**config.mk**
```make
export PLATFORM = sky130hd
export DESIGN_NAME = char_lcd_nibble_interface_top
export DESIGN_NICKNAME = d
export VERILOG_FILES = /design/src/design/lcdn_pkg.sv /design/src/design/char_lcd_nibble_interface_top.sv /design/src/design/lcdn_front.sv /design/src/design/lcdn_job_fifo.sv /design/src/design/lcdn_back.sv
export SDC_FILE = /design/constraint.sdc
export NUM_CORES = 1
export LEC_CHECK = 0
export ABC_CLOCK_PERIOD_IN_PS = 9870
export BUFFER_PORTS_ARGS = -buffer_cell sky130_fd_sc_hd__clkbuf_2
export CAP_MARGIN = 40
export CORE_AREA = 8 8 146 148
export CTS_CLUSTER_SIZE = 10
export DETAILED_ROUTE_END_ITERATION = 8
export DIE_AREA = 0 0 154 156
export GPL_TIMING_DRIVEN = 0
export REMOVE_ABC_BUFFERS = 1
export SKIP_CTS_REPAIR_TIMING = 1
export SYNTH_ARGS = -nofsm -noshare
export SYNTH_HDL_FRONTEND = slang
export SYNTH_SLANG_ARGS = --single-unit
```
**constraint.sdc**
```tcl
create_clock -name clk -period 9.87 [get_ports clk]
set_clock_uncertainty 0.2 [all_clocks]
set_input_delay 0.4935 -clock clk [delete_from_list [all_inputs] [get_ports clk]]
set_output_delay 0.4935 -clock clk [all_outputs]
set_load 0.01 [all_outputs]
```
**src/design/lcdn_pkg.sv**
```systemverilog
package lcdn_pkg;

  // request opcodes
  localparam logic [2:0] OP_CMD    = 3'd0;
  localparam logic [2:0] OP_DATA   = 3'd1;
  localparam logic [2:0] OP_CURSOR = 3'd2;
  localparam logic [2:0] OP_INIT   = 3'd3;
  localparam logic [2:0] OP_BUSY   = 3'd4;

  // bus action kinds
  localparam logic [1:0] KIND_WRITE = 2'd0;
  localparam logic [1:0] KIND_POLL  = 2'd1;
  localparam logic [1:0] KIND_WAIT  = 2'd2;

  // jobs handed from front to back
  localparam logic [1:0] JOB_POLL = 2'd0;
  localparam logic [1:0] JOB_INIT = 2'd1;
  localparam logic [1:0] JOB_XFER = 2'd2;

  // configuration register indexes
  localparam logic [1:0] CFG_INIT_WAIT   = 2'd0;
  localparam logic [1:0] CFG_BUSY_SETTLE = 2'd1;
  localparam logic [1:0] CFG_POST_WAIT   = 2'd2;

  localparam logic [7:0] INIT_WAIT_RST   = 8'd40;
  localparam logic [7:0] BUSY_SETTLE_RST = 8'd3;
  localparam logic [7:0] POST_WAIT_RST   = 8'd20;

  localparam logic [3:0] INIT_NIB_HI   = 4'h3;
  localparam logic [3:0] INIT_NIB_LAST = 4'h2;

  localparam logic [2:0] SETUP_COUNT = 3'd6;

  typedef struct packed {
    logic [2:0] opcode;
    logic [7:0] value;
    logic [2:0] row;
    logic [5:0] column;
    logic       busy_flag;
  } in_word_t;

  typedef struct packed {
    logic [1:0] kind;
    logic       reg_select;
    logic [3:0] nibble;
    logic [7:0] wait_us;
    logic       last;
  } out_word_t;

  typedef struct packed {
    logic [1:0] code;
    logic [7:0] byte_val;
    logic       is_data;
    logic       more;
  } job_t;

  typedef struct packed {
    logic [7:0] init_wait_us;
    logic [7:0] busy_settle_us;
    logic [7:0] post_busy_wait_us;
  } cfg_t;

  function automatic logic [7:0] setup_cmd(input logic [2:0] idx);
    logic [7:0] c;
    case (idx)
      3'd0: c = 8'h28;
      3'd1: c = 8'h08;
      3'd2: c = 8'h01;
      3'd3: c = 8'h06;
      3'd4: c = 8'h0C;
      3'd5: c = 8'h02;
      default: c = 8'h00;
    endcase
    return c;
  endfunction

  function automatic logic [7:0] row_base(input logic [2:0] row);
    logic [7:0] b;
    case (row)
      3'd1: b = 8'h80;
      3'd2: b = 8'hC0;
      3'd3: b = 8'h94;
      3'd4: b = 8'hD4;
      default: b = 8'h00;
    endcase
    return b;
  endfunction

endpackage

```
**src/design/char_lcd_nibble_interface_top.sv**
```systemverilog
// channel   ports                                    direction
// input     in_push, in_full, in_data                host -> block
// result    out_empty, out_pop, out_data             block -> host
// config    cfg_valid, cfg_ready, cfg_index, cfg_data host -> block
//
// A request is classified in the cycle it is accepted; the back end then
// emits one bus word per cycle while results are taken, one to five words per
// queued job, from the single output register of the back-end sequencer.
// Requests keep being accepted while the job queue has room; a stalled
// result holds the back end but not the front. Synchronous active-low reset
// restores the register defaults and empties the queue. cfg_ready is always high.
module char_lcd_nibble_interface_top #(
  parameter int JOB_DEPTH = 4
) (
  input  logic                clk,
  input  logic                rst_n,
  input  logic                in_push,
  output logic                in_full,
  input  lcdn_pkg::in_word_t  in_data,
  output logic                out_empty,
  input  logic                out_pop,
  output lcdn_pkg::out_word_t out_data,
  input  logic                cfg_valid,
  output logic                cfg_ready,
  input  logic [1:0]          cfg_index,
  input  logic [7:0]          cfg_data
);
  import lcdn_pkg::*;

  cfg_t  cfg_r;
  logic  accept;
  logic  job_push, job_pop, job_empty;
  job_t  push_job, head_job;
  logic  out_valid;

  assign cfg_ready = 1'b1;
  assign accept    = in_push && !in_full;
  assign out_empty = !out_valid;

  always_ff @(posedge clk) begin
    if (!rst_n) begin
      cfg_r.init_wait_us      <= INIT_WAIT_RST;
      cfg_r.busy_settle_us    <= BUSY_SETTLE_RST;
      cfg_r.post_busy_wait_us <= POST_WAIT_RST;
    end else if (cfg_valid) begin
      case (cfg_index)
        CFG_INIT_WAIT:   cfg_r.init_wait_us      <= cfg_data;
        CFG_BUSY_SETTLE: cfg_r.busy_settle_us    <= cfg_data;
        CFG_POST_WAIT:   cfg_r.post_busy_wait_us <= cfg_data;
        default: begin
        end
      endcase
    end
  end

  lcdn_front u_front (
    .clk      (clk),
    .rst_n    (rst_n),
    .accept   (accept),
    .in_word  (in_data),
    .job_push (job_push),
    .job      (push_job)
  );

  lcdn_job_fifo #(
    .DEPTH (JOB_DEPTH)
  ) u_fifo (
    .clk      (clk),
    .rst_n    (rst_n),
    .push     (job_push),
    .push_job (push_job),
    .pop      (job_pop),
    .head_job (head_job),
    .empty    (job_empty),
    .full     (in_full)
  );

  lcdn_back u_back (
    .clk       (clk),
    .rst_n     (rst_n),
    .cfg       (cfg_r),
    .job_valid (!job_empty),
    .job       (head_job),
    .job_pop   (job_pop),
    .out_valid (out_valid),
    .out_word  (out_data),
    .out_take  (out_pop)
  );

endmodule

```
**src/design/lcdn_front.sv**
```systemverilog
module lcdn_front (
  input  logic              clk,
  input  logic              rst_n,
  input  logic              accept,
  input  lcdn_pkg::in_word_t in_word,
  output logic              job_push,
  output lcdn_pkg::job_t    job
);
  import lcdn_pkg::*;

  logic [7:0] pending_byte_r, pending_byte_nxt;
  logic       pending_is_data_r, pending_is_data_nxt;
  logic       awaiting_busy_r, awaiting_busy_nxt;
  logic [2:0] setup_index_r, setup_index_nxt;
  logic       setup_more;
  logic [2:0] setup_inc;

  assign setup_more = (setup_index_r >= 3'd1) && (setup_index_r < SETUP_COUNT);
  assign setup_inc  = setup_index_r + 3'd1;

  always_comb begin
    pending_byte_nxt    = pending_byte_r;
    pending_is_data_nxt = pending_is_data_r;
    awaiting_busy_nxt   = awaiting_busy_r;
    setup_index_nxt     = setup_index_r;
    job_push            = 1'b0;
    job.code            = JOB_POLL;
    job.byte_val        = pending_byte_r;
    job.is_data         = pending_is_data_r;
    job.more            = 1'b0;
    if (accept) begin
      case (in_word.opcode)
        OP_CMD, OP_DATA: begin
          if (!awaiting_busy_r) begin
            pending_byte_nxt    = in_word.value;
            pending_is_data_nxt = in_word.opcode[0];
            awaiting_busy_nxt   = 1'b1;
            job_push            = 1'b1;
          end
        end
        OP_CURSOR: begin
          if (!awaiting_busy_r && in_word.row >= 3'd1 && in_word.row <= 3'd4) begin
            pending_byte_nxt    = row_base(in_word.row) + {2'b00, in_word.column} - 8'd1;
            pending_is_data_nxt = 1'b0;
            awaiting_busy_nxt   = 1'b1;
            job_push            = 1'b1;
          end
        end
        OP_INIT: begin
          if (!awaiting_busy_r) begin
            pending_byte_nxt    = setup_cmd(3'd0);
            pending_is_data_nxt = 1'b0;
            awaiting_busy_nxt   = 1'b1;
            setup_index_nxt     = 3'd1;
            job_push            = 1'b1;
            job.code            = JOB_INIT;
          end
        end
        OP_BUSY: begin
          if (awaiting_busy_r) begin
            job_push = 1'b1;
            if (!in_word.busy_flag) begin
              // send the held byte, then chain the next set-up command if one remains
              job.code          = JOB_XFER;
              job.more          = setup_more;
              awaiting_busy_nxt = 1'b0;
              if (setup_more) begin
                pending_byte_nxt    = setup_cmd(setup_index_r);
                pending_is_data_nxt = 1'b0;
                awaiting_busy_nxt   = 1'b1;
                setup_index_nxt     = (setup_inc >= SETUP_COUNT) ? 3'd0 : setup_inc;
              end else begin
                setup_index_nxt = 3'd0;
              end
            end
          end
        end
        default: begin
        end
      endcase
    end
  end

  always_ff @(posedge clk) begin
    if (!rst_n) begin
      pending_byte_r    <= 8'h00;
      pending_is_data_r <= 1'b0;
      awaiting_busy_r   <= 1'b0;
      setup_index_r     <= 3'd0;
    end else begin
      pending_byte_r    <= pending_byte_nxt;
      pending_is_data_r <= pending_is_data_nxt;
      awaiting_busy_r   <= awaiting_busy_nxt;
      setup_index_r     <= setup_index_nxt;
    end
  end

endmodule

```
**src/design/lcdn_job_fifo.sv**
```systemverilog
module lcdn_job_fifo #(
  parameter int DEPTH = 4
) (
  input  logic           clk,
  input  logic           rst_n,
  input  logic           push,
  input  lcdn_pkg::job_t push_job,
  input  logic           pop,
  output lcdn_pkg::job_t head_job,
  output logic           empty,
  output logic           full
);
  import lcdn_pkg::*;

  localparam int AW = (DEPTH > 1) ? $clog2(DEPTH) : 1;
  localparam int CW = $clog2(DEPTH + 1);
  localparam logic [AW-1:0] LAST_PTR = AW'(DEPTH - 1);
  localparam logic [CW-1:0] FULL_CNT = CW'(DEPTH);

  job_t          slot_r [DEPTH];
  logic [AW-1:0] wr_ptr_r, rd_ptr_r;
  logic [CW-1:0] count_r;
  logic          do_push, do_pop;

  assign empty    = (count_r == '0);
  assign full     = (count_r == FULL_CNT);
  assign do_push  = push && !full;
  assign do_pop   = pop && !empty;
  assign head_job = slot_r[rd_ptr_r];

  always_ff @(posedge clk) begin
    if (do_push) begin
      slot_r[wr_ptr_r] <= push_job;
    end
  end

  always_ff @(posedge clk) begin
    if (!rst_n) begin
      wr_ptr_r <= '0;
      rd_ptr_r <= '0;
      count_r  <= '0;
    end else begin
      if (do_push) begin
        wr_ptr_r <= (wr_ptr_r == LAST_PTR) ? '0 : wr_ptr_r + AW'(1);
      end
      if (do_pop) begin
        rd_ptr_r <= (rd_ptr_r == LAST_PTR) ? '0 : rd_ptr_r + AW'(1);
      end
      if (do_push && !do_pop) begin
        count_r <= count_r + CW'(1);
      end else if (do_pop && !do_push) begin
        count_r <= count_r - CW'(1);
      end
    end
  end

endmodule

```
**src/design/lcdn_back.sv**
```systemverilog
module lcdn_back (
  input  logic               clk,
  input  logic               rst_n,
  input  lcdn_pkg::cfg_t     cfg,
  input  logic               job_valid,
  input  lcdn_pkg::job_t     job,
  output logic               job_pop,
  output logic               out_valid,
  output lcdn_pkg::out_word_t out_word,
  input  logic               out_take
);
  import lcdn_pkg::*;

  logic [2:0] step_r, step_nxt;
  logic       out_valid_r, out_valid_nxt;
  out_word_t  out_r, out_nxt;
  out_word_t  word;
  logic       emit;

  assign out_valid = out_valid_r;
  assign out_word  = out_r;
  assign emit      = job_valid && (!out_valid_r || out_take);

  // word for the current step of the head job
  always_comb begin
    word.kind       = KIND_POLL;
    word.reg_select = 1'b0;
    word.nibble     = 4'h0;
    word.wait_us    = cfg.busy_settle_us;
    word.last       = 1'b1;
    case (job.code)
      JOB_INIT: begin
        if (step_r != 3'd4) begin
          word.kind    = KIND_WRITE;
          word.nibble  = (step_r == 3'd3) ? INIT_NIB_LAST : INIT_NIB_HI;
          word.wait_us = cfg.init_wait_us;
          word.last    = 1'b0;
        end
      end
      JOB_XFER: begin
        case (step_r)
          3'd0: begin
            word.kind    = KIND_WAIT;
            word.wait_us = cfg.post_busy_wait_us;
            word.last    = 1'b0;
          end
          3'd1: begin
            word.kind       = KIND_WRITE;
            word.reg_select = job.is_data;
            word.nibble     = job.byte_val[7:4];
            word.wait_us    = 8'd0;
            word.last       = 1'b0;
          end
          3'd2: begin
            word.kind       = KIND_WRITE;
            word.reg_select = job.is_data;
            word.nibble     = job.byte_val[3:0];
            word.wait_us    = 8'd0;
            word.last       = !job.more;
          end
          default: begin
          end
        endcase
      end
      default: begin
      end
    endcase
  end

  always_comb begin
    step_nxt      = step_r;
    out_valid_nxt = out_valid_r;
    out_nxt       = out_r;
    job_pop       = 1'b0;
    if (emit) begin
      out_nxt       = word;
      out_valid_nxt = 1'b1;
      if (word.last) begin
        job_pop  = 1'b1;
        step_nxt = 3'd0;
      end else begin
        step_nxt = step_r + 3'd1;
      end
    end else if (out_take) begin
      out_valid_nxt = 1'b0;
    end
  end

  always_ff @(posedge clk) begin
    out_r <= out_nxt;
    if (!rst_n) begin
      step_r      <= 3'd0;
      out_valid_r <= 1'b0;
    end else begin
      step_r      <= step_nxt;
      out_valid_r <= out_valid_nxt;
    end
  end

endmodule

```
==> run metrics <==
pin count of the biggest net entering global routing 24; Starting Density 28.30%; TritonCTS clock tree yes; Leak approximately 2.6 nW; initial antenna violation count 0; Final Cell Area 0.006546 mm^2; Critical Path RT 10010 ps; Logic pwr share 20.6%; Starting DRT DRC Count 203; nets 577; maximum VDD drop 0.09223 mV; hold depth 3; Die Wd ~150 um; critical path class flop to flop; type of origin of the critical path flop; final hold vios 0; Clock Latency Late Sink 400 ps; die area 0.02402 mm^2; # IOs 55; Worst setup EP type flop; Seq/Total Area, Yosys 54.14%; Distinct cells, synth 62; TritonRoute pass-1 iters 6; YS warnings 0; status complete, no violations; Worst Path Max Fanout 12; Post-synth EDFFs 64; Syn Std Cell Area approximately 0.0054 mm^2; clk slew on worst S/H paths 60 ps; clk sinks 114; Mapped Cells 457; Tot GR Track Use 10.23%; r2r worst-path depth 10; Cell Pwr Density 237.4 mW/mm^2; total number of vias 3706; FF+latch area 0.002923 mm^2; Fill cells 1856; layout cells sized above 1 between 20 and 25%; Die Ht around 160 um; # setup viols final 0; GP Congestion 0.8022; TNS Setup 0 ps; Hold Path Class input port to flop; sw frac approximately 29%; Final Cycle Share 38.38%; area grow syn2layout 21.25%; actual slew at the worst max-slew pin 706.5 ps; Sequential Power Share 39.5%; Via density 4.844; Total Routed Length 11.98 mm; DR WL/cell between 15 and 20 um; number of global-route vias before repair 3886; crit path time final around 3800 ps; Yosys reg bits 114; Port Buf Inserts 53; total congestion overflow 0; Max-cap violations 0; Max Root-Sink Buffers 2; mean post-synth cell area between 10 and 15 um^2; Post-DRT Antenna Nets 0; RSZ-0062 raised after global routing false; Multi-input gate area 0.002261 mm^2; Pint around 1.1 mW; Synth async-reset ratio 0%; Clk network pwr share 39.8%; Slew Viols, Final 0; fmax 264.0 MHz; clk root buf clkbuf_16; ys flop type edfxtp_1; commonest cells after routing, fill and taps aside edfxtp_1 (64), clkbuf_2 (53), dfxtp_1 (50); Synth top area share 35.60%; core area 0.01908 mm^2; # DRC 0; CTS buffer count 17; hpwl dp between 8 and 9 mm; Slew HR 52.90%; commonest non-fill, non-tap cell in the layout edfxtp_1; first-pass GRT wire length approximately 20 mm; ANT cells 0; Switch Pwr 0.4436 mW; row count 51; Crit path arrival time 3920 ps; Yosys top cell by area edfxtp_1; Synth area leaders edfxtp_1 (36%), dfxtp_1 (19%), ha_1 (5.8%); DP Area 0.005921 mm^2; H-tree depth 4
synth_stat cells, types with 3 or more instances:
cell type / instances
a21o_1: 4
or3_1: 5
a22oi_1: 4
a21oi_1: 19
and2_1: 4
inv_1: 35
clkbuf_1: 11
a211oi_1: 4
mux4_2: 12
dfxtp_1: 50
nand3b_1: 6
nand3_1: 11
nand2b_1: 7
a222oi_1: 8
and3_1: 4
a31oi_1: 4
a21oi_2: 3
o32ai_1: 3
nor2_1: 33
edfxtp_1: 64
nor3b_1: 4
a221oi_1: 3
o21ai_0: 10
nor2b_1: 7
xor2_1: 6
mux2i_1: 28
buf_2: 5
nand2_1: 28
ha_1: 25
nor3_1: 4
power by group through the flow:
stage,Sequential (mW),Clock [mW],Combinational (mW)
detailed placement,0.630,0,0.318
global placement,0.628,0,0.298
floorplan,0.639,0,0.179
finish,0.615,0.619,0.321
CTS,0.621,0.631,0.320
global route,0.623,0.651,0.357
flip-flops by register name, summed over array words and instances (netlist names), named ones only:
signal and count:
u_fifo.wr_ptr_r 2, u_fifo.rd_ptr_r 2, u_front.awaiting_busy_r 1, u_back.out_word 16, u_back.out_valid 1, u_front.setup_index_r 3
cfg_r 24, u_fifo.count_r 3, u_back.step_r 3, u_front.pending_is_data_r 1, u_fifo.slot_r 48, u_front.pending_byte_r 8
logic make-up after synthesis:
family	count (synthesis)	share of synthesized area, %
compound gates	86	11.56
xor+xnor	8	1.298
other cells	1	0.06946
buf+inv	55	4.079
mux	41	10.41
fa+ha+maj	27	6.535
simple gates	125	11.91
flops	114	54.14
per-layer routing:
layer  wire [um]  GRT usage [%]  vias to the layer above  share of wire [%]
met1        5284          11.76                     1785                 44
met4         119          3.733                        0               0.99
met5           0              0                        -                  0
met2        5914          17.59                      102                 49
met3         656          3.213                       12                5.5
li1            -              -                     1807                  -
path summary, 6_finish.rpt:
path	start	endpoint	slack (ps)
worst max-delay path	flop	u_fifo.count_r[2]	6080
worst min-delay path	cfg_data[2]	cfg_r[2]	140
worst max register to register	flop	u_fifo.count_r[2]	6080
worst min register to register	u_back.out_valid	u_back.out_valid	280
metrics by stage:
| step | cells | worst slack [ps] | utilization (%) | hold slack, ps | power, mW |
|---|---|---|---|---|---|
| finish | 765 | 6082 | 34.31 | 144.3 | 1.554 |
| global route | 765 | 5866 | 34.31 | 160.4 | 1.631 |
| CTS | 764 | 5640 | 34.23 | 131.7 | 1.571 |
| detailed placement | 732 | 5699 | 31.03 | 269.0 | 0.9478 |
| global placement | 728 | 5728 | 30.78 | 253.1 | 0.9263 |
| floorplan | 437 | 6106 | - | 241.2 | 0.8184 |
critical path, cell delays in order (launching register included):
cell and delay [ps]:
dfxtp_1 710, mux4_2 440, ha_1 340, or3_1 370, o221ai_2 300, ha_1 240
inv_1 70, fa_1 430, xor2_1 170, or3_1 310, a21oi_1 140
cell type report:
type	count	area share, %
Clock buffer	17	6.498
Clock inverter	15	2.829
Inverter	35	2.007
Multi-Input combinational cell	288	34.54
Sequential cell	114	44.65
Tap cell	238	4.549
Timing Repair Buffer	58	4.931
Power figures use the tool's default switching activity.
